**config.mk**
```make
export PLATFORM = sky130hd
export DESIGN_NAME = x86_16_instruction_decoder
export DESIGN_NICKNAME = d
export VERILOG_FILES = /design/src/design/x86d_pkg.sv /design/src/design/x86_16_instruction_decoder.sv
export SDC_FILE = /design/constraint.sdc
export NUM_CORES = 1
export LEC_CHECK = 0
export BUFFER_PORTS_ARGS = -buffer_cell sky130_fd_sc_hd__buf_2
export CAP_MARGIN = 30
export CORE_MARGIN = 5
export CORE_UTILIZATION = 35
export DETAILED_ROUTE_END_ITERATION = 6
export GPL_ROUTABILITY_DRIVEN = 0
export SLEW_MARGIN = 20
export SYNTH_ARGS = -nofsm -noshare
export SYNTH_HDL_FRONTEND = slang
export SYNTH_SLANG_ARGS = --single-unit
```
**constraint.sdc**
```tcl
create_clock -name i_clk -period 11.4 [get_ports i_clk]
set_clock_uncertainty 0.05 [all_clocks]
set_input_delay 0 -clock i_clk [delete_from_list [all_inputs] [get_ports i_clk]]
set_output_delay 0 -clock i_clk [all_outputs]
set_load 0.05 [all_outputs]
```
**src/design/x86d_pkg.sv**
```systemverilog
// Shared types, codes and opcode decode functions for the 8086 instruction decoder.
package x86d_pkg;

    localparam int OFFSET_BITS_DEF = 20;
    localparam int START_W         = 20;

    typedef enum logic [2:0] {
        K_MOV     = 3'd0,
        K_ADD     = 3'd1,
        K_SUB     = 3'd2,
        K_CMP     = 3'd3,
        K_JCC     = 3'd4,
        K_LOOP    = 3'd5,
        K_ILLEGAL = 3'd6
    } t_kind;

    typedef enum logic [2:0] {
        F_RM_REG     = 3'd0,
        F_IMM_RM     = 3'd1,
        F_IMM_REG    = 3'd2,
        F_ACC_MEM    = 3'd3,
        F_IMM_ACC    = 3'd4,
        F_SHORT_JUMP = 3'd5
    } t_form;

    // Operation codes carried in the reg field of the 80..83 immediate group.
    localparam logic [2:0] GRP_ADD = 3'd0;
    localparam logic [2:0] GRP_SUB = 3'd5;
    localparam logic [2:0] GRP_CMP = 3'd7;

    localparam logic [5:0] OP_GRP_IMM = 6'b100000;

    typedef struct packed {
        t_kind kind;
        t_form form;
    } t_class;

    typedef struct packed {
        logic [2:0]         op_kind;
        logic [2:0]         form;
        logic [3:0]         condition;
        logic               wide;
        logic               to_reg;
        logic [1:0]         mode;
        logic [2:0]         reg_field;
        logic [2:0]         rm_field;
        logic [15:0]        displacement;
        logic [15:0]        immediate;
        logic [START_W-1:0] start_offset;
        logic [2:0]         length;
    } t_result;

    function automatic t_class classify(input logic [7:0] op);
        t_class c;
        c.kind = K_ILLEGAL;
        c.form = F_RM_REG;
        case (op) inside
            8'b1000_10??: c.kind = K_MOV;
            8'b1100_011?: begin c.kind = K_MOV; c.form = F_IMM_RM;     end
            8'b1011_????: begin c.kind = K_MOV; c.form = F_IMM_REG;    end
            8'b1010_00??: begin c.kind = K_MOV; c.form = F_ACC_MEM;    end
            8'b0000_00??: c.kind = K_ADD;
            8'b0010_10??: c.kind = K_SUB;
            8'b0011_10??: c.kind = K_CMP;
            8'b1000_00??: begin c.kind = K_ADD; c.form = F_IMM_RM;     end
            8'b0000_010?: begin c.kind = K_ADD; c.form = F_IMM_ACC;    end
            8'b0010_110?: begin c.kind = K_SUB; c.form = F_IMM_ACC;    end
            8'b0011_110?: begin c.kind = K_CMP; c.form = F_IMM_ACC;    end
            8'b0111_????: begin c.kind = K_JCC; c.form = F_SHORT_JUMP; end
            8'b1110_00??: begin c.kind = K_LOOP; c.form = F_SHORT_JUMP; end
            default: ;
        endcase
        return c;
    endfunction

    function automatic logic [1:0] disp_count(input t_form form, input logic [7:0] modrm);
        logic [1:0] n;
        n = 2'd0;
        case (form)
            F_ACC_MEM:    n = 2'd2;
            F_SHORT_JUMP: n = 2'd1;
            F_RM_REG, F_IMM_RM: begin
                case (modrm[7:6])
                    2'b01:   n = 2'd1;
                    2'b10:   n = 2'd2;
                    2'b00:   n = (modrm[2:0] == 3'b110) ? 2'd2 : 2'd0;
                    default: n = 2'd0;
                endcase
            end
            default: n = 2'd0;
        endcase
        return n;
    endfunction

    function automatic logic [1:0] imm_count(input logic [7:0] op, input t_form form);
        logic [1:0] n;
        n = 2'd0;
        case (form)
            F_IMM_RM: begin
                if (op[7:2] == OP_GRP_IMM) begin
                    n = (op[1:0] == 2'b01) ? 2'd2 : 2'd1;
                end else begin
                    n = 2'd1 + {1'b0, op[0]};
                end
            end
            F_IMM_REG: n = 2'd1 + {1'b0, op[3]};
            F_IMM_ACC: n = 2'd1 + {1'b0, op[0]};
            default:   n = 2'd0;
        endcase
        return n;
    endfunction

endpackage

```
**src/design/x86_16_instruction_decoder.sv**
```systemverilog
// Byte-serial 8086 instruction decoder: length tracking, field collection and record output.
//
// Usage: the code stream enters one byte per beat on i_valid/o_stall with the
// byte on i_code_byte. Each byte updates a small position state (byte count,
// expected length, collected opcode, addressing byte, displacement and
// immediate). The beat that carries an instruction's last byte loads one
// decoded record into the output register, shown on o_valid with the fields
// on the o_ ports; the receiver holds it with i_stall.
// The record is registered: it appears in the cycle after its last byte is accepted.
// One byte is taken per cycle while o_stall is low; an instruction has 1 to 6
// bytes, and the rate is set by the single byte-wide input port.
// A new byte is taken while a record waits, as long as that record is either
// being taken in the same cycle or the output register is empty. While a
// record is held by i_stall, o_stall is raised and the input waits.
// Reset (i_rst_n low, synchronous) empties the output register, returns the
// decoder to the awaiting-opcode position and zeroes the stream offset.
// Unknown opcodes yield an illegal record of length 1.
module x86_16_instruction_decoder #(
    parameter int OFFSET_BITS = x86d_pkg::OFFSET_BITS_DEF
) (
    input  logic                          i_clk,
    input  logic                          i_rst_n,
    input  logic                          i_valid,
    output logic                          o_stall,
    input  logic [7:0]                    i_code_byte,
    output logic                          o_valid,
    input  logic                          i_stall,
    output logic [2:0]                    o_op_kind,
    output logic [2:0]                    o_form,
    output logic [3:0]                    o_condition,
    output logic                          o_wide,
    output logic                          o_to_reg,
    output logic [1:0]                    o_mode,
    output logic [2:0]                    o_reg_field,
    output logic [2:0]                    o_rm_field,
    output logic [15:0]                   o_displacement,
    output logic [15:0]                   o_immediate,
    output logic [x86d_pkg::START_W-1:0]  o_start_offset,
    output logic [2:0]                    o_length
);
    import x86d_pkg::*;

    logic [2:0]             r_index;
    logic [2:0]             r_needed;
    logic [7:0]             r_opcode;
    logic [7:0]             r_modrm;
    logic [15:0]            r_disp;
    logic [15:0]            r_imm;
    logic [OFFSET_BITS-1:0] r_stream;
    logic [OFFSET_BITS-1:0] r_instr_start;
    logic                   r_out_valid;
    t_result                r_out;

    logic [2:0]             n_index;
    logic [2:0]             n_needed;
    logic [7:0]             n_opcode;
    logic [7:0]             n_modrm;
    logic [15:0]            n_disp;
    logic [15:0]            n_imm;
    logic [OFFSET_BITS-1:0] n_instr_start;
    t_result                n_out;

    logic                   accept;
    logic                   first;
    logic                   hdr_two;
    logic                   done;
    t_class                 cls;
    logic [2:0]             pos;
    logic [2:0]             imm_pos;
    logic [1:0]             dn;
    logic [1:0]             dn_out;
    logic [3:0]             next_count;
    logic [15:0]            disp_out;
    logic [15:0]            imm_out;
    logic [2:0]             reg_out;
    t_kind                  kind_out;
    logic [OFFSET_BITS+START_W-1:0] start_ext;

    assign o_stall = r_out_valid & i_stall;
    assign accept  = i_valid & ~o_stall;

    always_comb begin
        first         = (r_index == 3'd0);
        n_opcode      = first ? i_code_byte : r_opcode;
        n_modrm       = first ? 8'd0 : r_modrm;
        n_disp        = first ? 16'd0 : r_disp;
        n_imm         = first ? 16'd0 : r_imm;
        n_instr_start = first ? r_stream : r_instr_start;
        n_needed      = r_needed;
        cls           = classify(n_opcode);
        hdr_two       = (cls.form == F_RM_REG) || (cls.form == F_IMM_RM);
        pos           = r_index - (hdr_two ? 3'd2 : 3'd1);
        dn            = disp_count(cls.form, r_modrm);
        imm_pos       = pos - {1'b0, dn};

        if (first) begin
            n_needed = hdr_two ? 3'd2
                     : 3'd1 + {1'b0, disp_count(cls.form, 8'd0)}
                            + {1'b0, imm_count(n_opcode, cls.form)};
        end else if (r_index == 3'd1 && hdr_two) begin
            n_modrm  = i_code_byte;
            n_needed = 3'd2 + {1'b0, disp_count(cls.form, i_code_byte)}
                            + {1'b0, imm_count(n_opcode, cls.form)};
        end else if (pos < {1'b0, dn}) begin
            if (pos[0]) begin
                n_disp[15:8] = n_disp[15:8] | i_code_byte;
            end else begin
                n_disp[7:0] = n_disp[7:0] | i_code_byte;
            end
        end else begin
            if (imm_pos[0]) begin
                n_imm[15:8] = n_imm[15:8] | i_code_byte;
            end else begin
                n_imm[7:0] = n_imm[7:0] | i_code_byte;
            end
        end

        next_count = {1'b0, r_index} + 4'd1;
        if (cls.kind == K_ILLEGAL && cls.form == F_RM_REG) begin
            n_needed = 3'd1;
            done     = 1'b1;
        end else begin
            done = !((next_count < {1'b0, n_needed}) && (r_index < 3'd5));
        end
        n_index = done ? 3'd0 : next_count[2:0];
    end

    // Record assembly from the state as it stands after this byte.
    always_comb begin
        dn_out    = disp_count(cls.form, n_modrm);
        disp_out  = n_disp;
        imm_out   = n_imm;
        kind_out  = cls.kind;
        reg_out   = n_modrm[5:3];
        start_ext = {{START_W{1'b0}}, n_instr_start};

        if (dn_out == 2'd1 && n_disp[7]) begin
            disp_out[15:8] = 8'hFF;
        end
        if (cls.form == F_IMM_RM && n_opcode[7:2] == OP_GRP_IMM) begin
            case (reg_out)
                GRP_ADD: kind_out = K_ADD;
                GRP_SUB: kind_out = K_SUB;
                GRP_CMP: kind_out = K_CMP;
                default: kind_out = K_ILLEGAL;
            endcase
            if (n_opcode[1:0] == 2'b11 && n_imm[7]) begin
                imm_out[15:8] = 8'hFF;
            end
        end

        n_out              = '0;
        n_out.op_kind      = kind_out;
        n_out.start_offset = start_ext[START_W-1:0];
        n_out.length       = next_count[2:0];
        if (!(cls.kind == K_ILLEGAL && cls.form == F_RM_REG)) begin
            n_out.form         = cls.form;
            n_out.displacement = disp_out;
            n_out.immediate    = imm_out;
            case (cls.form)
                F_RM_REG, F_IMM_RM: begin
                    n_out.mode      = n_modrm[7:6];
                    n_out.reg_field = reg_out;
                    n_out.rm_field  = n_modrm[2:0];
                    n_out.wide      = n_opcode[0];
                    n_out.to_reg    = (cls.form == F_RM_REG) ? n_opcode[1] : 1'b0;
                end
                F_IMM_REG: begin
                    n_out.wide      = n_opcode[3];
                    n_out.reg_field = n_opcode[2:0];
                end
                F_ACC_MEM: begin
                    n_out.wide   = n_opcode[0];
                    n_out.to_reg = ~n_opcode[1];
                end
                F_IMM_ACC: n_out.wide = n_opcode[0];
                F_SHORT_JUMP: begin
                    n_out.condition = (cls.kind == K_JCC) ? n_opcode[3:0]
                                                          : {2'b00, n_opcode[1:0]};
                end
                default: ;
            endcase
        end
    end

    always_ff @(posedge i_clk) begin
        if (!i_rst_n) begin
            r_index       <= 3'd0;
            r_needed      <= 3'd0;
            r_opcode      <= 8'd0;
            r_modrm       <= 8'd0;
            r_disp        <= 16'd0;
            r_imm         <= 16'd0;
            r_stream      <= '0;
            r_instr_start <= '0;
            r_out_valid   <= 1'b0;
        end else begin
            if (accept) begin
                r_index       <= n_index;
                r_needed      <= n_needed;
                r_opcode      <= n_opcode;
                r_modrm       <= n_modrm;
                r_disp        <= n_disp;
                r_imm         <= n_imm;
                r_stream      <= r_stream + OFFSET_BITS'(1);
                r_instr_start <= n_instr_start;
            end
            if (accept && done) begin
                r_out_valid <= 1'b1;
            end else if (!i_stall) begin
                r_out_valid <= 1'b0;
            end
        end
    end

    // The record register carries payload only and needs no reset.
    always_ff @(posedge i_clk) begin
        if (accept && done) begin
            r_out <= n_out;
        end
    end

    assign o_valid        = r_out_valid;
    assign o_op_kind      = r_out.op_kind;
    assign o_form         = r_out.form;
    assign o_condition    = r_out.condition;
    assign o_wide         = r_out.wide;
    assign o_to_reg       = r_out.to_reg;
    assign o_mode         = r_out.mode;
    assign o_reg_field    = r_out.reg_field;
    assign o_rm_field     = r_out.rm_field;
    assign o_displacement = r_out.displacement;
    assign o_immediate    = r_out.immediate;
    assign o_start_offset = r_out.start_offset;
    assign o_length       = r_out.length;

endmodule
```
==> flow_results.xml <==
<?xml version="1.0" encoding="UTF-8"?>
<metrics>
  <group name="status">
    <metric name="outcome" unit="">finished, final reports clean</metric>
  </group>
  <group name="sta">
    <metric name="setup_viol" unit="">0</metric>
    <metric name="worst_slew_pin_slew" unit="ps">928</metric>
    <metric name="worst_slew_margin_rel" unit="">0.377</metric>
    <metric name="fin_setup_tns" unit="ps">0</metric>
    <metric name="timing.final.crit_share" unit="">0.589</metric>
    <metric name="timing.final.hold_violations" unit="">0</metric>
    <metric name="drv_slew" unit="">0</metric>
    <metric name="finalHoldWorstSlack" unit="ps">19.1</metric>
    <metric name="period_needed" unit="ps">6710</metric>
    <metric name="highest_achievable_clock_rate" unit="MHz">149</metric>
    <metric name="rsz0062_at_grt" unit="">false</metric>
  </group>
  <group name="placement">
    <metric name="numPortBuffers" unit="">88</metric>
    <metric name="dpl-instance-area" unit="um2">8520</metric>
    <metric name="hpwl" unit="um">12500</metric>
  </group>
  <group name="critical_path">
    <metric name="timing.critical_path.to_type" unit="">flip-flop</metric>
    <metric name="critical_path_buf_inv_count" unit="">5</metric>
    <metric name="crit_chain" unit="">inv_1 -&gt; ha_1 -&gt; nor2b_4 -&gt; buf_4 -&gt; mux2i_2 -&gt; nor4b_4 -&gt; a21oi_1 -&gt; nand3_1 -&gt; inv_1 -&gt; a21oi_1 -&gt; ha_1 -&gt; inv_1 -&gt; ha_1 -&gt; mux2i_1 -&gt; nand2_1 -&gt; nand2_1 -&gt; ha_1 -&gt; nor2b_1 -&gt; o21ai_0 -&gt; nand3b_1 -&gt; a311oi_1 -&gt; nand2b_1 -&gt; a21boi_0 -&gt; dlygate4sd3_1</metric>
    <metric name="timing.critical_path.from_type" unit="">flip-flop</metric>
    <metric name="worstSetupPathType" unit="">flip-flop to flip-flop</metric>
    <metric name="path_delay_family" unit="">simple AND/OR/NAND/NOR gates</metric>
    <metric name="required" unit="ps">11660</metric>
    <metric name="critical_path.most_common_cell" unit="">ha_1</metric>
    <metric name="worst_path_max_delay_cell" unit="">a311oi_1</metric>
    <metric name="arrival_time_of_the_worst_setup_path" unit="ps">6970</metric>
    <metric name="critical_path_fanout_max" unit="">29</metric>
    <metric name="max_stage_delay" unit="ps">650</metric>
  </group>
  <group name="floorplanning">
    <metric name="top_level_ports" unit="">89</metric>
    <metric name="start_util" unit="">0.357</metric>
    <metric name="fp.dieArea" unit="um2">25500</metric>
    <metric name="fp.coreArea" unit="um2">22000</metric>
    <metric name="fp.dieH" unit="um">160</metric>
    <metric name="die_width" unit="um">160</metric>
    <metric name="placementRows" unit="">54</metric>
  </group>
  <group name="power">
    <metric name="seq_power_share" unit="">0.399</metric>
    <metric name="p_sw" unit="mW">0.724</metric>
    <metric name="netSwitchingFraction" unit="">0.377</metric>
    <metric name="power-per-cell-area" unit="nW/um2">209</metric>
    <metric name="combPwrFrac" unit="">0.307</metric>
    <metric name="total_power" unit="mW">1.92</metric>
    <metric name="power.internal" unit="mW">1.20</metric>
    <metric name="power.share.clock" unit="">0.294</metric>
    <metric name="cellLeakagePower" unit="nW">3.50</metric>
    <metric name="ir_worst_vdd" unit="mV">0.0890</metric>
  </group>
  <group name="clocking">
    <metric name="postCtsHoldBufs" unit="">8</metric>
    <metric name="numCtsBuffers" unit="">17</metric>
    <metric name="clk-insertion-delay-late" unit="ps">430</metric>
    <metric name="clock_root_buffer" unit="">clkbuf_16</metric>
    <metric name="clkTransAtPathRegs" unit="ps">70</metric>
    <metric name="cts_num_sinks" unit="">170</metric>
    <metric name="post_cts_resize_count" unit="">0</metric>
    <metric name="cts_buffer_depth" unit="">2</metric>
    <metric name="post_cts_buffers" unit="">0</metric>
    <metric name="cts-htree-levels" unit="">4</metric>
    <metric name="cts_tree" unit="">done</metric>
  </group>
  <group name="yosys">
    <metric name="ys_warn_count" unit="">0</metric>
    <metric name="synthTopCellsByCount" unit="">nor2_1 (123), dfxtp_1 (95), nand2_1 (95)</metric>
    <metric name="synth_seq_cells" unit="">170</metric>
    <metric name="synth_area" unit="um2">7830</metric>
    <metric name="synth_cell_type_count" unit="">68</metric>
    <metric name="most_used_standard_cell_by_instance_count_after_synthesis" unit="">nor2_1</metric>
    <metric name="post-synth-top-area-fraction" unit="">0.288</metric>
    <metric name="synth.top_cells.by_area" unit="">edfxtp_1 (29%), dfxtp_1 (24%), nor2_1 (5.9%), nand2_1 (4.6%), a21oi_1 (4.3%)</metric>
    <metric name="synthesis.instances" unit="">808</metric>
    <metric name="synth_edf_count" unit="">75</metric>
    <metric name="async_reset_ff_frac" unit="">0</metric>
    <metric name="ys_seq_area_frac" unit="">0.531</metric>
    <metric name="synth_flop_cell" unit="">dfxtp_1</metric>
    <metric name="net_count_after_synthesis" unit="">835</metric>
    <metric name="postSynthAreaPerCell" unit="um2">9.69</metric>
    <metric name="synth_top_cell_by_area" unit="">edfxtp_1</metric>
  </group>
  <group name="route">
    <metric name="vias_per_cell" unit="">5.14</metric>
    <metric name="post_drt_wl_per_cell" unit="um">16.2</metric>
    <metric name="drc" unit="">0</metric>
    <metric name="initial_drt_markers" unit="">435</metric>
    <metric name="routed_wl" unit="um">19000</metric>
    <metric name="detail-route-antenna-nets" unit="">0</metric>
    <metric name="vias" unit="">6035</metric>
    <metric name="dr.pass1.iters" unit="">6</metric>
  </group>
  <group name="grt">
    <metric name="grt_pass1_wl" unit="um">31000</metric>
    <metric name="maximum_number_of_pins_on_one_net_before_global_route_repair" unit="">65</metric>
    <metric name="antenna_found_initial" unit="">0</metric>
    <metric name="grt_overflow" unit="">0</metric>
    <metric name="first_global_vias" unit="">5774</metric>
    <metric name="globalRouteTotalUtil" unit="">0.149</metric>
  </group>
  <group name="final_layout">
    <metric name="nFillCells" unit="">2140</metric>
    <metric name="fin_area" unit="um2">9180</metric>
    <metric name="antenna-diode-count" unit="">0</metric>
    <metric name="layout_area_growth_over_synthesis" unit="%">17.2</metric>
    <metric name="fin_util" unit="">0.418</metric>
    <metric name="drive_gt1_frac" unit="">0.174</metric>
    <metric name="nets" unit="">907</metric>
  </group>
  <group name="job">
    <metric name="cap_viol_max_count" unit="">0</metric>
  </group>
  <group name="hold_path">
    <metric name="hold_class" unit="">primary input to flip-flop</metric>
  </group>
</metrics>
==> worst min-delay path, stage by stage <==
cell     delay (ps)
buf_2           230
a21oi_1         170
nor2_1           50
==> power groups by stage <==
stage | clock, mW | combinational (mW) | sequential, mW
global placement | 0 | 0.578 | 0.781
CTS | 0.578 | 0.596 | 0.767
global route | 0.604 | 0.631 | 0.774
finish | 0.564 | 0.590 | 0.766
floorplan | 0 | 0.231 | 1.00
detailed placement | 0 | 0.592 | 0.779
==> kinds of logic after synthesis <==
| family | count (synthesis) | synth area share |
|---|---|---|
| AND/OR/NAND/NOR | 359 | 0.226 |
| flip-flops | 170 | 0.531 |
| AO/OA/AOI/OAI | 154 | 0.129 |
| buffers and inverters | 71 | 0.0390 |
| XOR/XNOR | 21 | 0.0235 |
| multiplexers | 18 | 0.0259 |
| adder cells (fa/ha/maj) | 15 | 0.0259 |
==> final timing paths <==
check                       from   endpoint  slack, ps  depth (start not counted)
setup reg to reg      r_index[0]    o_valid       4690                         24
hold reg to reg        r_imm[15]  r_imm[15]        420                          2
setup / recovery      r_index[0]    o_valid       4690                         24
hold / removal    i_code_byte[4]   r_imm[4]         20                          3
==> cells in the final DEF (no fill, tap or decap), types with 19 or more instances in the layout <==
| master | count |
|---|---|
| dfxtp_1 | 95 |
| nor2_1 | 122 |
| buf_2 | 89 |
| a21oi_1 | 68 |
| nand2_1 | 95 |
| nor3b_1 | 22 |
| and2_1 | 21 |
| xnor2_1 | 19 |
| nand3_1 | 19 |
| edfxtp_1 | 75 |
==> per-layer routing <==
metal	routed length [um]	vias to the layer above	global-route usage	share of wire
met5	0	-	0	0
met3	973	32	0.0368	0.051
met4	368	0	0.0477	0.019
met2	8750	168	0.237	0.46
met1	8870	2855	0.200	0.47
li1	-	2980	-	-
==> area by class of cell <==
cell class | count | area [um2] | area share
inverter | 16 | 60.1 | 0.00654
clock buffer | 21 | 462 | 0.0503
sequential | 170 | 4150 | 0.453
clock inverter | 11 | 111 | 0.0121
tap | 280 | 350 | 0.0382
timing repair buffer | 108 | 648 | 0.0706
multi-input combinational | 567 | 3390 | 0.370
==> through the flow <==
stage          std cells  setup slack [ps]
2_1_floorplan        808              4020
3_3_place_gp        1130              4560
3_5_place_dp        1132              4720
4_1_cts             1172              4680
5_1_grt             1173              4100
6_report            1173              4690
Power figures use the tool's default switching activity.
